[src/hw/rtl/spq_pkg.sv]
package spq_pkg;

   localparam int unsigned DEF_CAPACITY   = 8;
   localparam int unsigned DEF_VALUE_BITS = 16;

   // Port widths of the request and response beats
   localparam int unsigned JOB_BITS = 16;
   localparam int unsigned OCC_BITS = 4;

   typedef enum logic {
      KIND_INSERT = 1'b0,
      KIND_REMOVE = 1'b1
   } kind_type;

   typedef enum logic [1:0] {
      ST_DONE  = 2'd0,
      ST_FULL  = 2'd1,
      ST_EMPTY = 2'd2
   } status_type;

   // Command broadcast to every cell of the chain
   typedef struct packed {
      logic ins;   // shift right from the insert point, write the new value
      logic rem;   // shift every cell one place toward the head
   } spq_cmd_type;

endpackage

[src/hw/rtl/sorted_priority_queue.sv]
// Bounded priority queue of up to CAPACITY values kept in ascending order in a
// chain of cells, the smallest at the head. Every request beat is one operation:
// an insert (kind 0) places job_value behind all stored values that are less or
// equal, so equal values leave in arrival order; a remove (kind 1) returns the
// head value and shifts the rest one cell toward the head. Each request gives
// exactly one response beat with status (done, full, empty), the removed value
// (zero unless a remove succeeded) and the occupancy after the operation.
// Every cell compares its value with the incoming one in parallel and moves
// data only to its neighbor, so one request is accepted in every cycle unless
// req_stall holds it, and the response beat is registered. req_stall is high
// only while a response waits and rsp_stall holds it. Values are stored on
// VALUE_BITS bits; job_value is truncated or zero-extended to that width, and
// the removed value to 16 bits on the port.
module sorted_priority_queue
   import spq_pkg::*;
#(
   parameter int unsigned CAPACITY   = DEF_CAPACITY,
   parameter int unsigned VALUE_BITS = DEF_VALUE_BITS
) (
   input  logic                clock,
   input  logic                reset,
   input  logic                req_valid,
   output logic                req_stall,
   input  logic                req_kind,
   input  logic [JOB_BITS-1:0] req_job_value,
   output logic                rsp_valid,
   input  logic                rsp_stall,
   output logic [1:0]          rsp_status,
   output logic [JOB_BITS-1:0] rsp_removed_value,
   output logic [OCC_BITS-1:0] rsp_occupancy
);

   localparam int unsigned CW = $clog2(CAPACITY + 1);

   // Entry count and response register
   logic [CW-1:0]       count_ff;
   logic [CW-1:0]       count_in;
   logic                rsp_valid_ff;
   logic                rsp_valid_in;
   logic [1:0]          rsp_status_ff;
   logic [1:0]          rsp_status_in;
   logic [JOB_BITS-1:0] rsp_removed_ff;
   logic [JOB_BITS-1:0] rsp_removed_in;
   logic [OCC_BITS-1:0] rsp_occupancy_ff;
   logic [OCC_BITS-1:0] rsp_occupancy_in;

   logic                  accept;
   logic                  is_insert;
   logic                  is_remove;
   logic                  full;
   logic                  empty;
   spq_cmd_type           cmd;
   logic [VALUE_BITS-1:0] new_value;

   logic [VALUE_BITS+JOB_BITS-1:0] job_wide;
   logic [VALUE_BITS+JOB_BITS-1:0] head_wide;
   logic [CW+OCC_BITS-1:0]         count_wide;

   // Chain taps: take flag and value of every cell
   logic [CAPACITY-1:0]   take_w;
   logic [VALUE_BITS-1:0] value_w [CAPACITY];

   // Hold the request while a finished response is stalled
   assign req_stall = rsp_valid_ff && rsp_stall;
   assign accept    = req_valid && !req_stall;

   assign is_insert = (req_kind == KIND_INSERT);
   assign is_remove = (req_kind == KIND_REMOVE);
   assign full      = (count_ff == CW'(CAPACITY));
   assign empty     = (count_ff == '0);

   assign job_wide  = {{VALUE_BITS{1'b0}}, req_job_value};
   assign new_value = job_wide[VALUE_BITS-1:0];

   // Drop refused operations before they reach the chain
   assign cmd.ins = accept && is_insert && !full;
   assign cmd.rem = accept && is_remove && !empty;

   genvar gi;
   generate
      for (gi = 0; gi < CAPACITY; gi++) begin : g_cell
         logic                  left_take;
         logic [VALUE_BITS-1:0] left_value;
         logic [VALUE_BITS-1:0] right_value;

         if (gi == 0) begin : g_head
            assign left_take  = 1'b0;
            assign left_value = '0;
         end else begin : g_mid
            assign left_take  = take_w[gi-1];
            assign left_value = value_w[gi-1];
         end

         if (gi == CAPACITY - 1) begin : g_tail
            assign right_value = '0;
         end else begin : g_body
            assign right_value = value_w[gi+1];
         end

         spq_cell #(
            .CAPACITY   (CAPACITY),
            .VALUE_BITS (VALUE_BITS),
            .INDEX      (gi)
         ) u_cell (
            .clock       (clock),
            .cmd         (cmd),
            .count       (count_ff),
            .new_value   (new_value),
            .left_take   (left_take),
            .left_value  (left_value),
            .right_value (right_value),
            .take        (take_w[gi]),
            .value       (value_w[gi])
         );
      end
   endgenerate

   assign head_wide = {{JOB_BITS{1'b0}}, value_w[0]};

   always_comb begin
      count_in = count_ff;
      if (cmd.ins) begin
         count_in = count_ff + CW'(1);
      end else if (cmd.rem) begin
         count_in = count_ff - CW'(1);
      end
   end

   assign count_wide = {{OCC_BITS{1'b0}}, count_in};

   // Build the response beat of the accepted request
   always_comb begin
      rsp_status_in    = ST_DONE;
      rsp_removed_in   = '0;
      rsp_occupancy_in = count_wide[OCC_BITS-1:0];
      if (is_insert && full) begin
         rsp_status_in = ST_FULL;
      end else if (is_remove && empty) begin
         rsp_status_in = ST_EMPTY;
      end else if (is_remove) begin
         rsp_removed_in = head_wide[JOB_BITS-1:0];
      end
   end

   always_comb begin
      rsp_valid_in = rsp_valid_ff && rsp_stall;
      if (accept) begin
         rsp_valid_in = 1'b1;
      end
   end

   always_ff @(posedge clock) begin
      if (reset) begin
         count_ff     <= '0;
         rsp_valid_ff <= 1'b0;
      end else begin
         count_ff     <= count_in;
         rsp_valid_ff <= rsp_valid_in;
      end
   end

   // Payload: load on accept, hold otherwise
   always_ff @(posedge clock) begin
      if (accept) begin
         rsp_status_ff    <= rsp_status_in;
         rsp_removed_ff   <= rsp_removed_in;
         rsp_occupancy_ff <= rsp_occupancy_in;
      end
   end

   assign rsp_valid         = rsp_valid_ff;
   assign rsp_status        = rsp_status_ff;
   assign rsp_removed_value = rsp_removed_ff;
   assign rsp_occupancy     = rsp_occupancy_ff;

   // Count never runs past the number of cells
   a_count_bound: assert property (@(posedge clock) disable iff (reset)
      count_ff <= CW'(CAPACITY))
      else $error("entry count exceeds capacity");

   // A successful insert grows the store by one
   a_insert_grows: assert property (@(posedge clock) disable iff (reset)
      cmd.ins |=> count_ff == $past(count_ff) + CW'(1))
      else $error("insert did not advance the count");

   // A refused operation leaves the store size alone
   a_refused_hold: assert property (@(posedge clock) disable iff (reset)
      (accept && ((is_insert && full) || (is_remove && empty))) |=> $stable(count_ff))
      else $error("refused operation changed the count");

   // Head pair stays in ascending order
   a_head_sorted: assert property (@(posedge clock) disable iff (reset)
      (count_ff >= CW'(2)) |-> (value_w[0] <= value_w[1]))
      else $error("head cells out of order");

endmodule

[src/hw/rtl/spq_cell.sv]
module spq_cell
   import spq_pkg::*;
#(
   parameter int unsigned CAPACITY   = DEF_CAPACITY,
   parameter int unsigned VALUE_BITS = DEF_VALUE_BITS,
   parameter int unsigned INDEX      = 0,
   localparam int unsigned CW        = $clog2(CAPACITY + 1)
) (
   input  logic                  clock,
   input  spq_cmd_type           cmd,
   input  logic [CW-1:0]         count,
   input  logic [VALUE_BITS-1:0] new_value,
   input  logic                  left_take,
   input  logic [VALUE_BITS-1:0] left_value,
   input  logic [VALUE_BITS-1:0] right_value,
   output logic                  take,
   output logic [VALUE_BITS-1:0] value
);

   logic [VALUE_BITS-1:0] value_ff;
   logic [VALUE_BITS-1:0] value_in;
   logic                  occupied;

   assign occupied = count > CW'(INDEX);

   // New value belongs at or ahead of this slot
   assign take  = !occupied || (value_ff > new_value);
   assign value = value_ff;

   always_comb begin
      value_in = value_ff;
      if (cmd.rem) begin
         value_in = right_value;
      end else if (cmd.ins && take) begin
         value_in = left_take ? left_value : new_value;
      end
   end

   always_ff @(posedge clock) begin
      value_ff <= value_in;
   end

endmodule

[config.mk]
export PLATFORM = sky130hd
export DESIGN_NAME = sorted_priority_queue
export DESIGN_NICKNAME = d
export VERILOG_FILES = /design/src/hw/rtl/spq_pkg.sv /design/src/hw/rtl/sorted_priority_queue.sv /design/src/hw/rtl/spq_cell.sv
export SDC_FILE = /design/constraint.sdc
export NUM_CORES = 1
export LEC_CHECK = 0
export BUFFER_PORTS_ARGS = -buffer_cell sky130_fd_sc_hd__buf_4
export CAP_MARGIN = 20
export CORE_MARGIN = 2
export CORE_UTILIZATION = 40
export CTS_CLUSTER_DIAMETER = 100
export DETAILED_ROUTE_END_ITERATION = 16
export GPL_ROUTABILITY_DRIVEN = 0
export PLACE_DENSITY_LB_ADDON = 0.08
export SLEW_MARGIN = 5
export SYNTH_ARGS = -nofsm -noshare
export SYNTH_HDL_FRONTEND = slang
export SYNTH_HIERARCHICAL = 1
export SYNTH_SLANG_ARGS = --single-unit
[constraint.sdc]
create_clock -name clock -period 4.3 [get_ports clock]
set_input_delay 0.215 -clock clock [delete_from_list [all_inputs] [get_ports clock]]
set_output_delay 0.215 -clock clock [all_outputs]
set_load 0.005 [all_outputs]
-- Word level (Yosys, flattened, before mapping)
Index checks and enable logic that the tools add are counted.
W data, S select, Z words.
- bitwise logic cells: 1
- add/subtract/negate cells: 2
- reductions and logical operators: 44
- order comparisons: 16
- muxes and demuxes: 25
- equality and inequality tests: 1
- operators by type and width (cell ; number):
    $mux W16 ; 21
    $gt A16 B16 Y1 ; 8
    $gt A4 B3 Y1 const B ; 4
    $logic_and A1 B1 Y1 ; 16
    $reduce_bool A2 Y1 ; 7
    $logic_not A1 Y1 ; 11
    $gt A4 B1 Y1 const B ; 2
    $gt A4 B2 Y1 const B ; 2
    $logic_or A1 B1 Y1 ; 8
    $mux W4 ; 2
    $add A4 B1 Y4 const B ; 1
    $eq A4 B4 Y1 const B ; 1
    $logic_not A4 Y1 ; 1
    $sub A4 B1 Y4 const B ; 1
    $reduce_or A3 Y1 ; 1
    $mux W2 ; 1
    $mux W1 ; 1
    $not A1 Y1 ; 1
- flip-flop bits (word level): 155
- output and inout port bits: 24
- logic and storage cells: 102
- bits of input ports: 21

-- Depth between registers and ports, before layout
Gate-level depths: netlist of the first run.
- word-level depth: 8
- gate-level depth with buffers: 11

-- Hierarchy
Netlist of the first run, hierarchy kept.
- by module, submodules not included (module ; instances ; area an instance (um2) ; cells an instance):
    spq_cell at g_cell[1].u_cell ... ; 2 ; 1256.2 ; 129
    spq_cell at g_cell[2].u_cell ; 1 ; 1263.7 ; 130
    spq_cell at g_cell[4].u_cell ; 1 ; 1261.2 ; 130
    spq_cell at g_cell[6].u_cell ; 1 ; 1257.5 ; 129
    spq_cell at g_cell[0].u_cell ; 1 ; 1256.2 ; 130
    spq_cell at g_cell[7].u_cell ; 1 ; 1252.5 ; 131
    spq_cell at g_cell[3].u_cell ; 1 ; 1246.2 ; 127
    sorted_priority_queue ; 1 ; 1209.9 ; 95

-- Worst setup path after synthesis of the first run
No wires, ideal clock.
- path type: reg-to-reg
- from: reg count_ff[0]
- to: reg g_cell[2].u_cell.value_ff[0], enable pin
- stages on the path, launching flop included: 10
- buffers on the path: 2
- data arrival time: 3191 ps
- slack: 712 ps
- cells stage by stage: dfxtp_1 -> inv_1 -> ha_1 -> or3b_4 -> buf_6 -> nand2_4 -> nor2_1 -> clkbuf_1 -> inv_1 -> o221ai_1
- RTL lines (what ; RTL line ; source):
    from (decl) ; sorted_priority_queue.sv:36 ; logic [CW-1:0] count_ff;
    from (signal assigned) ; sorted_priority_queue.sv:157 ; count_ff <= count_in;
    to (signal assigned) ; spq_cell.sv:40 ; value_ff <= value_in;
    to (decl) ; spq_cell.sv:20 ; logic [VALUE_BITS-1:0] value_ff;

==> results.rst, run 1 <==
.. list-table::
   :header-rows: 1

   * - Metric
     - Value
   * - Outcome
     - finished, final reports clean
   * - Clock period minus final worst setup slack
     - around 2.8 ns
   * - Areal power density over the cells
     - 406.3 mW/mm²
   * - Ratio of cells with drive above 1 in the final layout
     - roughly 12%
   * - Area added between synthesis and finish
     - 13.14%
   * - Number of design rule violations left after detail routing
     - 0
   * - Synthesized area per cell
     - about 10 µm²
   * - 1st-iter DRT viols
     - between 500 and 600
   * - Worst setup slack for register-to-register paths
     - around 1.5 ns
   * - Total I/O pin count
     - 45
   * - Crit-path max FO
     - 28
   * - CTS tree
     - yes
   * - Maximum clock skew at final layout
     - around 0.017 ns
   * - End of the worst register-to-register path
     - g_cell[6].u_cell/value[12]$_DFFE_PP_
   * - Area post-placement
     - roughly 0.012 mm²
   * - Width of the chip
     - around 170 µm
   * - Overflow after GRT
     - 0
   * - Leakage power summed over all cells
     - between 5 and 6 nW
   * - Capture endpoint of the worst hold path
     - rsp_valid$_SDFF_PP0_
   * - Clock Tree Buf Depth
     - 2
   * - Antenna violation net count after detailed routing
     - 0
   * - Worst-case vdd ir drop
     - about 260 µV
   * - CP endpoint kind
     - flop
   * - Number of global-route vias before repair
     - between 8k and 9k
   * - DP Wirelength
     - ~20000 µm
   * - Data arrival time of the critical path
     - ~3 ns
   * - Average vias per placed instance
     - 5.109
   * - Number of failing hold endpoints at the final stage
     - 0
   * - Post-synthesis cell count
     - roughly 1.1k
   * - Kind of critical path
     - flop to flop
   * - Die footprint
     - 0.02948 mm²
   * - Average wire per cell in the routed design
     - roughly 17 µm
   * - Largest net degree at the start of global routing
     - about 110
   * - Number of antenna violations at the first check in global routing
     - 0
   * - Unrepaired setup endpoints after global routing
     - false
   * - Mapped cell area
     - around 0.011 mm²
   * - Final worst-path cycle share
     - between 60% and 70%
   * - Starting Density
     - between 40% and 50%
   * - Launching element type of the critical path
     - flop
   * - Count of antenna diodes in the layout
     - 0
   * - Wire length reported by the detailed router
     - 26320 µm
   * - Total track usage
     - 18.74%
   * - Number of nets in the layout
     - around 1.3k
   * - Number of setup violations in the final report
     - 0
   * - Clock Sink Count
     - between 150 and 200
   * - Wire length of the first global-routing pass
     - 43060 µm
   * - Number of max-cap violations
     - 0
   * - Yosys warning count
     - 6
   * - TNS Setup
     - 0 ns
   * - Vias after detailed routing
     - between 8k and 9k
   * - Launch instance of the worst min-delay path
     - req_valid
   * - Worst R2R Start
     - count_ff[0]$_SDFF_PP0_
   * - # Post-CTS Setup Buffers
     - 0
   * - Clock slew seen by the registers of the worst setup and hold paths
     - around 0.070 ns
   * - Number of clock buffers inserted by TritonCTS
     - 17
   * - Highest achievable clock rate
     - ~350 MHz
   * - Vertical die dimension
     - 171.7 µm
   * - WP data required
     - between 4 and 5 ns
   * - R2R cell count
     - 9
   * - Final cell area excluding filler cells
     - around 0.013 mm²
   * - Headroom to the max-slew limit
     - between 20% and 30%
   * - Number of pins with negative max-slew slack in the final report
     - 0
   * - Number of instances on the worst hold path
     - 3
   * - Clk root buf
     - sky130_fd_sc_hd__clkbuf_16
   * - Actual transition at the worst max-transition pin
     - about 1.1 ns
   * - Port Buffer Count
     - 44
   * - Row count
     - slightly above 60
   * - Worst-Skew Late Latency
     - around 0.43 ns
   * - Core area
     - about 0.028 mm²
   * - Number of detailed-routing iterations run before antenna repair
     - 5
   * - Worst hold-check path type
     - input pin to flop
   * - Number of H-tree levels
     - 4
## cells in the final DEF, fill, tap and decap left out, types with 4 or more instances in the layout
| cell | n |
|---|---|
| sky130_fd_sc_hd__nand2_1 | 146 |
| sky130_fd_sc_hd__mux2i_1 | 128 |
| sky130_fd_sc_hd__o21bai_2 | 4 |
| sky130_fd_sc_hd__nand3_1 | 10 |
| sky130_fd_sc_hd__o211ai_2 | 6 |
| sky130_fd_sc_hd__nor2_1 | 17 |
| sky130_fd_sc_hd__ha_1 | 130 |
| sky130_fd_sc_hd__o21ai_1 | 5 |
| sky130_fd_sc_hd__inv_6 | 5 |
| sky130_fd_sc_hd__nor2b_4 | 5 |
| sky130_fd_sc_hd__and3_1 | 16 |
| sky130_fd_sc_hd__a2111oi_2 | 13 |
| sky130_fd_sc_hd__a21oi_1 | 62 |
| sky130_fd_sc_hd__a21o_1 | 9 |
| sky130_fd_sc_hd__nand4_2 | 8 |
| sky130_fd_sc_hd__o21ai_0 | 144 |
| sky130_fd_sc_hd__inv_1 | 139 |
| sky130_fd_sc_hd__nor2b_1 | 4 |
| sky130_fd_sc_hd__nor4_1 | 7 |
| sky130_fd_sc_hd__dfxtp_1 | 5 |
| sky130_fd_sc_hd__edfxtp_1 | 150 |
| sky130_fd_sc_hd__conb_1 | 33 |
| sky130_fd_sc_hd__nand2b_1 | 5 |
| sky130_fd_sc_hd__nand4_1 | 24 |
| sky130_fd_sc_hd__buf_4 | 63 |
| sky130_fd_sc_hd__clkbuf_16 | 17 |
## state kept, by name (all words and copies together), names as in the netlist
signal	count
rsp_valid	1
rsp_status	2
rsp_removed_value	16
rsp_occupancy	4
count_ff	4
g_cell.u_cell/value	128
## stage by stage
stage	util, %	cells	total power (W)	setup slack, ns	hold WS (ns)
6_report	45.95	1589	0.005172	1.469	0.02452
5_1_grt	45.95	1589	0.005514	1.265	0.03796
4_1_cts	45.95	1589	0.005234	1.427	0.01480
3_5_place_dp	43.82	1556	0.003719	1.372	0.4479
3_3_place_gp	43.82	1556	0.003685	1.424	0.4486
2_1_floorplan	-	1160	0.003250	0.7120	0.2844
## per-layer routing
| layer | vias to the layer above | part of all wire [%] | global-route usage, % |
|---|---|---|---|
| met1 | 3777 | 49 | 26.10 |
| li1 | 4194 | - | - |
| met4 | 0 | 1.2 | 4.164 |
| met3 | 19 | 3.2 | 2.347 |
| met5 | - | 0 | 0 |
| met2 | 128 | 47 | 31.10 |
## timing repair
action / CTS / global route
hold buffers: 1 / 0
resized for setup: 0 / 0
endpoints found under the hold margin: 1 / 0
## critical path, cell delays in order, from the launching register on
cell and delay [ns]:
sky130_fd_sc_hd__dfxtp_1 0.49, sky130_fd_sc_hd__inv_1 0.15, sky130_fd_sc_hd__ha_1 0.26, sky130_fd_sc_hd__or3b_4 0.37
sky130_fd_sc_hd__nand2_4 0.09, sky130_fd_sc_hd__nor2_4 0.33, sky130_fd_sc_hd__buf_4 0.35, sky130_fd_sc_hd__a21oi_1 0.06
sky130_fd_sc_hd__o21ai_1 0.12, sky130_fd_sc_hd__buf_4 0.27
## where the power goes
group	internal (W)	switching, W
registers	0.00205	0.000225
clock network	0.000819	0.000682
logic	0.000582	0.000813
total	0.00345	0.00172
## cell type report
class | count | area [µm²]
multi-input cells | 820 | 6047
inverters | 139 | 521.8
repair buffers | 65 | 503.0
clock inverters | 15 | 155.1
well taps | 378 | 473.0
clock buffers | 17 | 425.4
flip-flops and latches | 155 | 4604
fillers | 2720 | 14980
## how the worst max path moves through the flow
| stage | slack [ns] | depth (start not counted) | end | start |
|---|---|---|---|---|
| after floorplan | 0.71 | 9 | g_cell[2].u_cell/value[0]$_DFFE_PP_ | count_ff[0]$_SDFF_PP0_ |
| after global placement | 1.42 | 9 | g_cell[2].u_cell/value[5]$_DFFE_PP_ | req_job_value[1] |
| after detailed placement | 1.37 | 9 | g_cell[2].u_cell/value[4]$_DFFE_PP_ | req_job_value[1] |
| after CTS | 1.43 | 7 | g_cell[2].u_cell/value[8]$_DFFE_PP_ | g_cell[2].u_cell/value[1]$_DFFE_PP_ |
| after global routing | 1.26 | 9 | g_cell[7].u_cell/value[15]$_DFFE_PP_ | count_ff[0]$_SDFF_PP0_ |
| final | 1.47 | 9 | g_cell[6].u_cell/value[12]$_DFFE_PP_ | count_ff[0]$_SDFF_PP0_ |
No activity file was read; power rests on OpenSTA's default activity.
==> run 2: changes to the inputs <==
--- a/config.mk
+++ b/config.mk
@@ -5,6 +5,7 @@
 export SDC_FILE = /design/constraint.sdc
 export NUM_CORES = 1
 export LEC_CHECK = 0
+export ABC_AREA = 1
 export BUFFER_PORTS_ARGS = -buffer_cell sky130_fd_sc_hd__buf_4
 export CAP_MARGIN = 20
 export CORE_MARGIN = 2
==> constraint.sdc (replaced) <==
create_clock -name clock -period 2.54 [get_ports clock]
set_input_delay 0.127 -clock clock [delete_from_list [all_inputs] [get_ports clock]]
set_output_delay 0.127 -clock clock [all_outputs]
set_load 0.005 [all_outputs]
==> run 2 against run 1 <==
  * Total power rose by 79%
  * Count of clock-buffer cells in the layout rose by 1
  * Setup slack got worse by 1.3 ns
  * Sequential share of layout area fell by 1.1 points
  * Clock skew fell by 0.0059 ns
  * Core utilization rose by 1.2 points
  * Critical endpoint is now g_cell[6].u_cell/value[1]$_DFFE_PP_
==> results.rst, run 2 <==
.. list-table::
   :header-rows: 1

   * - Metric
     - Value
   * - Average wire per cell in the routed design
     - 15.90 µm (was 16.56 µm)
   * - Total track usage
     - 20.12% (was 18.74%)
   * - WP data required
     - 2.72 ns (was 4.41 ns)
   * - Worst-Skew Late Latency
     - 0.43 ns (about the same)
   * - Clock period minus final worst setup slack
     - 2.367 ns (was 2.831 ns)
   * - Register area
     - 0.004604 mm² (unchanged)
   * - Data arrival time of the critical path
     - 2.55 ns (was 2.94 ns)
   * - Synth unique cells
     - 29
   * - Maximum clock skew at final layout
     - 0.01076 ns (was 0.01665 ns)
   * - CP endpoint kind
     - flop (unchanged)
   * - Cell Count, Final, Fillers Out
     - 1798 (was 1589)
   * - Flip-flop and latch count after synthesis
     - between 150 and 200
   * - Vertical die dimension
     - 172.4 µm (was 171.7 µm)
   * - Number of max-cap violations
     - 0 (unchanged)
   * - Main combinational cell family by area after synthesis
     - compound AO/OA/AOI/OAI gates
   * - Port Buffer Count
     - 44 (unchanged)
   * - 1st-iter DRT viols
     - 592 (was 508)
   * - Crit-path max FO
     - 23 (was 28)
   * - # fillers
     - 2721 (was 2720)
   * - Vias after detailed routing
     - 8903 (was 8118)
   * - Row count
     - 61 (unchanged)
   * - Overall power
     - 0.009241 W (was 0.005172 W)
   * - Post-synth top area share
     - between 30% and 40%
   * - Count of antenna diodes in the layout
     - 0 (unchanged)
   * - Largest net degree at the start of global routing
     - 31 (was 112)
   * - Top library cells by usage in the layout, fill and taps aside
     - 306 x sky130_fd_sc_hd__nand2_1, 191 x sky130_fd_sc_hd__inv_1, 150 x sky130_fd_sc_hd__edfxtp_1 (was 150 x sky130_fd_sc_hd__edfxtp_1, 146 x sky130_fd_sc_hd__nand2_1, 144 x sky130_fd_sc_hd__o21ai_0)
   * - Clock Tree Buf Depth
     - 2 (unchanged)
   * - Number of nets in the layout
     - 1560 (was 1349)
   * - Actual transition at the worst max-transition pin
     - 0.5860 ns (was 1.105 ns)
   * - Clock Sink Count
     - 155 (unchanged)
   * - Number of setup violations in the final report
     - 0 (unchanged)
   * - DP Wirelength
     - 22160 µm (was 20400 µm)
   * - Top area cells in the synthesized netlist
     - sky130_fd_sc_hd__edfxtp_1 40%, sky130_fd_sc_hd__ha_1 14%, sky130_fd_sc_hd__nand2_1 10%
   * - Worst setup slack for register-to-register paths
     - 0.17 ns (was 1.47 ns)
   * - Multi-input gate area
     - 0.005872 mm² (was 0.006047 mm²)
   * - Worst setup timing slack at the placement stage
     - 0.1442 ns (was 1.372 ns)
   * - Leading cell type in the layout, fill and taps excluded
     - sky130_fd_sc_hd__nand2_1 (was sky130_fd_sc_hd__edfxtp_1)
   * - Post-synthesis cell count
     - 1320 (was 1128)
   * - Unrepaired setup endpoints after global routing
     - false (unchanged)
   * - Post-synthesis compound-gate area fraction
     - 19.34%
   * - Mapped cell area
     - 0.01134 mm² (was 0.01125 mm²)
   * - Instance count after placement with tap cells included
     - 1763 (was 1556)
   * - Width of the chip
     - 172.4 µm (was 171.7 µm)
   * - Async set-or-reset flop fraction in the synthesized netlist
     - 0%
   * - Post-synthesis share of cell area spent on full adders, half adders and majority gates
     - between 10% and 20%
   * - Average vias per placed instance
     - 4.952 (was 5.109)
   * - Post-synth EDFFs
     - 150
   * - Overflow after GRT
     - 0 (unchanged)
   * - Yosys warning count
     - 6 (unchanged)
   * - Number of design rule violations left after detail routing
     - 0 (unchanged)
   * - Main synth FF type
     - sky130_fd_sc_hd__edfxtp_1
   * - Starting Density
     - 40.72% (was 40.61%)
   * - Ratio of cells with drive above 1 in the final layout
     - 11.34% (was 12.47%)
   * - Leakage power summed over all cells
     - 6.155 nW (was 5.985 nW)
   * - Dominant cell by count in the synthesized netlist
     - sky130_fd_sc_hd__nand2_1
   * - Number of detailed-routing iterations run before antenna repair
     - 5 (unchanged)
   * - Number of global-route vias before repair
     - 8639 (was 8055)
   * - Area added between synthesis and finish
     - 15.87% (was 13.14%)
   * - Portion of netlist area occupied by mux cells
     - 0%
   * - Number of pins with negative max-slew slack in the final report
     - 0 (unchanged)
   * - Worst-case vdd ir drop
     - 352.5 µV (was 261.8 µV)
   * - Clk root buf
     - sky130_fd_sc_hd__clkbuf_16 (unchanged)
   * - Headroom to the max-slew limit
     - 60.84% (was 26.29%)
   * - Final worst-path cycle share
     - 93.19% (was 65.85%)
   * - Share of the synthesized netlist area taken by xor and xnor gates
     - 0.1544%
   * - Top cell type by total area after synthesis
     - sky130_fd_sc_hd__edfxtp_1
   * - Number of clock buffers inserted by TritonCTS
     - 17 (unchanged)
   * - Clock slew seen by the registers of the worst setup and hold paths
     - 0.07 ns (about the same)
   * - Core area
     - 0.02786 mm² (was 0.02771 mm²)
   * - Worst hold-check path type
     - input pin to flop (unchanged)
   * - Wire length of the first global-routing pass
     - 46290 µm (was 43060 µm)
   * - Max FFs per register
     - 128 (unchanged)
   * - Simple-gate share of the synthesized area
     - between 15 and 20%
   * - Highest achievable clock rate
     - 422.5 MHz (was 353.2 MHz)
   * - CTS tree
     - yes (unchanged)
   * - Kind of critical path
     - flop to flop (unchanged)
   * - Total I/O pin count
     - 45 (unchanged)
   * - Die footprint
     - 0.02972 mm² (was 0.02948 mm²)
   * - Part of the Yosys area used for sequential elements
     - between 40% and 50%
   * - TNS Setup
     - 0 ns (unchanged)
   * - Number of antenna violations at the first check in global routing
     - 0 (unchanged)
   * - Number of failing hold endpoints at the final stage
     - 0 (unchanged)
   * - Wire length reported by the detailed router
     - 28590 µm (was 26320 µm)
   * - Outcome
     - finished, final reports clean (unchanged)
   * - Synthesized area per cell
     - 8.593 µm² (was 9.974 µm²)
   * - Antenna violation net count after detailed routing
     - 0 (unchanged)
   * - Number of H-tree levels
     - 4 (unchanged)
   * - Slack of the critical path
     - 0.1731 ns (was 1.469 ns)
   * - Areal power density over the cells
     - 703.1 mW/mm² (was 406.3 mW/mm²)
   * - Leading post-synthesis cells by instance count
     - 306 x sky130_fd_sc_hd__nand2_1, 191 x sky130_fd_sc_hd__inv_1, 150 x sky130_fd_sc_hd__edfxtp_1, 130 x sky130_fd_sc_hd__ha_1
   * - Launching element type of the critical path
     - flop (unchanged)
==> run 2: critical path, stage by stage, from the launching register on <==
cell and delay (ns):
sky130_fd_sc_hd__edfxtp_1 0.42, sky130_fd_sc_hd__ha_1 0.34, sky130_fd_sc_hd__a21oi_1 0.18, sky130_fd_sc_hd__o21ai_0 0.16, sky130_fd_sc_hd__a21oi_1 0.18, sky130_fd_sc_hd__nand2_1 0.07
sky130_fd_sc_hd__nand2_1 0.10, sky130_fd_sc_hd__nand2_2 0.16, sky130_fd_sc_hd__buf_6 0.22, sky130_fd_sc_hd__nand2_1 0.07, sky130_fd_sc_hd__o211ai_1 0.09, sky130_fd_sc_hd__o21a_1 0.13
==> run 2: timing repair <==
| action | 4_1_cts | 5_1_grt |
|---|---|---|
| buffers inserted | 0 | 2 |
| endpoints found under the setup margin | 0 | 19 |
| hold endpoints to repair | 6 | 0 |
| resized for setup | 0 | 3 |
| hold buffers | 3 | 0 |
==> run 2: final timing paths <==
kind / start / endpoint / depth (start not counted)
setup / recovery: g_cell[5].u_cell/value[15]$_DFFE_PP_ / g_cell[6].u_cell/value[1]$_DFFE_PP_ / 11
hold / removal: rsp_stall / rsp_valid$_SDFF_PP0_ / 5
setup reg to reg: g_cell[5].u_cell/value[15]$_DFFE_PP_ / g_cell[6].u_cell/value[1]$_DFFE_PP_ / 11
hold reg to reg: g_cell[7].u_cell/value[7]$_DFFE_PP_ / g_cell[6].u_cell/value[7]$_DFFE_PP_ / 1
==> run 2: stage by stage <==
stage	hold slack, ns	utilization [%]	cell area [µm²]
2_1_floorplan	0.1961	-	11470
3_3_place_gp	0.3408	44.80	12480
3_5_place_dp	0.3374	44.80	12480
4_1_cts	0.04333	47.07	13110
5_1_grt	0.1032	47.18	13140
6_report	0.07144	47.18	13140
==> run 2: kinds of logic after synthesis <==
| logic type | count (synthesis) |
|---|---|
| AND/OR/NAND/NOR | 453 |
| buffers and inverters | 253 |
| XOR/XNOR | 2 |
| flip-flops | 155 |
| AO/OA/AOI/OAI | 326 |
| other | 1 |
| adder cells (fa/ha/maj) | 130 |
==> run 2: where the power goes <==
| part | internal [W] | switching [W] | total [W] |
|---|---|---|---|
| clock network | 0.00163 | 0.00109 | 0.00272 |
| logic | 0.00123 | 0.00157 | 0.00280 |
| registers | 0.00340 | 0.000322 | 0.00372 |
==> run 2: layout make-up <==
class,instances,area share [%]
Clock buffer,18,3.265
Clock inverter,12,1.333
Inverter,204,5.826
Multi-Input combinational cell,946,44.67
Sequential cell,155,35.03
Tap cell,378,3.598
Timing Repair Buffer,85,6.273
==> run 2: layer usage <==
metal  track usage, %  part of all wire [%]  vias to the layer above
met5                0                     0                        -
met4            5.225                   1.4                        0
li1                 -                     -                     4652
met3            1.923                   2.5                       24
met2            33.36                    46                      138
met1            28.15                    50                     4089
==> run 3: changes to the inputs <==
--- a/config.mk
+++ b/config.mk
@@ -14,6 +14,7 @@
 export DETAILED_ROUTE_END_ITERATION = 16
 export GPL_ROUTABILITY_DRIVEN = 0
 export PLACE_DENSITY_LB_ADDON = 0.08
+export SETUP_SLACK_MARGIN = 0.5
 export SLEW_MARGIN = 5
 export SYNTH_ARGS = -nofsm -noshare
 export SYNTH_HDL_FRONTEND = slang
==> run 3 against run 2 <==
  * Via count grew 12%
  * Worst hold slack barely moved
  * Maximum frequency up 7.3%
  * Clock skew is 0.0016 ns higher
  * Sequential share of layout area fell by 7.0 points
  * Count of clock-buffer cells in the layout grew 2
  * Register-to-register slack gained 0.16 ns
  * Largest cell class unchanged
  * Largest power group is now combinational logic
==> results.rst, run 3 (synthesis results as in run 2) <==
.. list-table::
   :header-rows: 1

   * - Metric
     - Value
   * - Wire length of the first global-routing pass
     - 50480 µm (was 46290 µm)
   * - Actual transition at the worst max-transition pin
     - 0.6226 ns (was 0.5860 ns)
   * - Headroom to the max-slew limit
     - 58.40% (was 60.84%)
   * - Area added between synthesis and finish
     - 44.92% (was 15.87%)
   * - CP endpoint kind
     - flop (unchanged)
   * - Highest achievable clock rate
     - 453.4 MHz (was 422.5 MHz)
   * - Port Buffer Count
     - 44 (unchanged)
   * - Number of max-cap violations
     - 0 (unchanged)
   * - Number of setup violations in the final report
     - 0 (unchanged)
   * - Top library cells by usage in the layout, fill and taps aside
     - 201 x sky130_fd_sc_hd__buf_4, 194 x sky130_fd_sc_hd__nand2_1, 182 x sky130_fd_sc_hd__inv_1 (was 306 x sky130_fd_sc_hd__nand2_1, 191 x sky130_fd_sc_hd__inv_1, 150 x sky130_fd_sc_hd__edfxtp_1)
   * - Die footprint
     - 0.02972 mm² (unchanged)
   * - Unrepaired setup endpoints after global routing
     - true (was false)
   * - Crit-path max FO
     - 6 (was 23)
   * - TNS Setup
     - 0 ns (unchanged)
   * - Number of clock buffers inserted by TritonCTS
     - 17 (unchanged)
   * - Final worst-path cycle share
     - 86.84% (was 93.19%)
   * - 1st-iter DRT viols
     - 567 (was 592)
   * - Overflow after GRT
     - 0 (unchanged)
   * - Largest net degree at the start of global routing
     - 34 (was 31)
   * - Leakage power summed over all cells
     - 7.368 nW (was 6.155 nW)
   * - Average vias per placed instance
     - 5.045 (was 4.952)
   * - Clock period minus final worst setup slack
     - 2.206 ns (was 2.367 ns)
   * - Width of the chip
     - 172.4 µm (unchanged)
   * - DP Wirelength
     - 22210 µm (was 22160 µm)
   * - Launching element type of the critical path
     - flop (unchanged)
   * - Clock slew seen by the registers of the worst setup and hold paths
     - 0.06 ns (was 0.07 ns)
   * - Number of global-route vias before repair
     - 9355 (was 8639)
   * - Kind of critical path
     - flop to flop (unchanged)
   * - Number of design rule violations left after detail routing
     - 0 (unchanged)
   * - Number of antenna violations at the first check in global routing
     - 0 (unchanged)
   * - Ratio of cells with drive above 1 in the final layout
     - 35.46% (was 11.34%)
   * - Max FFs per register
     - 128 (unchanged)
   * - Areal power density over the cells
     - 645.3 mW/mm² (was 703.1 mW/mm²)
   * - Clock Sink Count
     - 155 (unchanged)
   * - Worst-Skew Late Latency
     - 0.43 ns (about the same)
   * - Total track usage
     - 22.10% (was 20.12%)
   * - Count of antenna diodes in the layout
     - 0 (unchanged)
   * - Number of failing hold endpoints at the final stage
     - 0 (unchanged)
   * - Register area
     - 0.004607 mm² (was 0.004604 mm²)
   * - Number of pins with negative max-slew slack in the final report
     - 0 (unchanged)
   * - Final core occ
     - 59.01% (was 47.18%)
   * - # fillers
     - 2396 (was 2721)
   * - Leading cell type in the layout, fill and taps excluded
     - sky130_fd_sc_hd__buf_4 (was sky130_fd_sc_hd__nand2_1)
   * - Maximum clock skew at final layout
     - 0.01234 ns (was 0.01076 ns)
   * - Multi-input gate area
     - 0.007585 mm² (was 0.005872 mm²)
   * - Data arrival time of the critical path
     - 2.38 ns (was 2.55 ns)
   * - Worst-case vdd ir drop
     - 392.0 µV (was 352.5 µV)
   * - Outcome
     - finished, final reports clean (unchanged)
   * - Number of H-tree levels
     - 4 (unchanged)
   * - Vias after detailed routing
     - 9958 (was 8903)
   * - Starting Density
     - 40.72% (unchanged)
   * - Wire length reported by the detailed router
     - 34220 µm (was 28590 µm)
   * - Antenna violation net count after detailed routing
     - 0 (unchanged)
   * - Total I/O pin count
     - 45 (unchanged)
   * - Row count
     - 61 (unchanged)
   * - Number of detailed-routing iterations run before antenna repair
     - 6 (was 5)
   * - Vertical die dimension
     - 172.4 µm (unchanged)
   * - Core area
     - 0.02786 mm² (unchanged)
   * - CTS tree
     - yes (unchanged)
   * - Clock Tree Buf Depth
     - 2 (unchanged)
   * - Clk root buf
     - sky130_fd_sc_hd__clkbuf_16 (unchanged)
   * - Worst hold-check path type
     - input pin to flop (unchanged)
   * - Average wire per cell in the routed design
     - 17.34 µm (was 15.90 µm)
   * - Number of nets in the layout
     - 1734 (was 1560)
   * - WP data required
     - 2.72 ns (about the same)
## run 3: critical path, cell delays in order, from the launching register on
cell	delay, ns
sky130_fd_sc_hd__edfxtp_1	0.43
sky130_fd_sc_hd__ha_4	0.30
sky130_fd_sc_hd__nand4_1	0.16
sky130_fd_sc_hd__nor3_4	0.23
sky130_fd_sc_hd__nand3_2	0.16
sky130_fd_sc_hd__nand2_4	0.13
sky130_fd_sc_hd__nand2_8	0.10
sky130_fd_sc_hd__clkbuf_16	0.19
sky130_fd_sc_hd__nand2_4	0.05
sky130_fd_sc_hd__o211ai_1	0.08
sky130_fd_sc_hd__o21a_1	0.11
## run 3: layout make-up
class	instances	share of cell area (%)
clock inverters	12	0.7535
clock buffers	20	2.656
inverters	204	4.879
flip-flops and latches	155	28.03
well taps	378	2.877
repair buffers	252	14.67
multi-input cells	953	46.14
## run 3: final timing paths
| kind | slack [ns] | to | cells past startpoint | start |
|---|---|---|---|---|
| worst max register to register | 0.33 | g_cell[5].u_cell/value[11]$_DFFE_PP_ | 10 | g_cell[4].u_cell/value[11]$_DFFE_PP_ |
| worst min register to register | 0.54 | count_ff[2]$_SDFF_PP0_ | 3 | count_ff[2]$_SDFF_PP0_ |
| worst min-delay path | 0.07 | rsp_valid$_SDFF_PP0_ | 5 | rsp_stall |
| worst max-delay path | 0.33 | g_cell[5].u_cell/value[11]$_DFFE_PP_ | 10 | g_cell[4].u_cell/value[11]$_DFFE_PP_ |
## run 3: stage by stage
| step | cells | power (W) | setup WS [ns] | instance area (µm²) | hold slack, ns |
|---|---|---|---|---|---|
| floorplan | 1354 | 0.005695 | 0.5027 | 11570 | 0.1887 |
| finish | 1974 | 0.01061 | 0.3343 | 16440 | 0.07101 |
| CTS | 1876 | 0.009754 | 0.3135 | 14390 | 0.05446 |
| global route | 1974 | 0.01125 | 0.2727 | 16440 | 0.1149 |
| global placement | 1754 | 0.006480 | 0.1756 | 12440 | 0.3310 |
| detailed placement | 1754 | 0.006541 | 0.1628 | 12440 | 0.3317 |
## run 3: timing repair
| action | in CTS | in global routing |
|---|---|---|
| resized for setup | 125 | 235 |
| hold endpoints to repair | 6 | 0 |
| cloned | 8 | 15 |
| pin swaps | 65 | 115 |
| hold buffers | 3 | 0 |
| buffers inserted | 79 | 83 |
| endpoints found under the setup margin | 253 | 253 |
## run 3: layer usage
layer | GRT usage [%] | vias to the layer above | wire (µm)
li1 | - | 5015 | -
met1 | 29.63 | 4739 | 15190
met2 | 38.21 | 175 | 17550
met3 | 3.113 | 29 | 1101
met4 | 4.129 | 0 | 379
met5 | 0 | - | 0
## run 3: report_power, final
part	switching, W	internal, W	leakage (nW)
combinational	0.00228	0.00213	5.63
sequential	0.000274	0.00340	1.47
clock	0.00109	0.00144	0.268
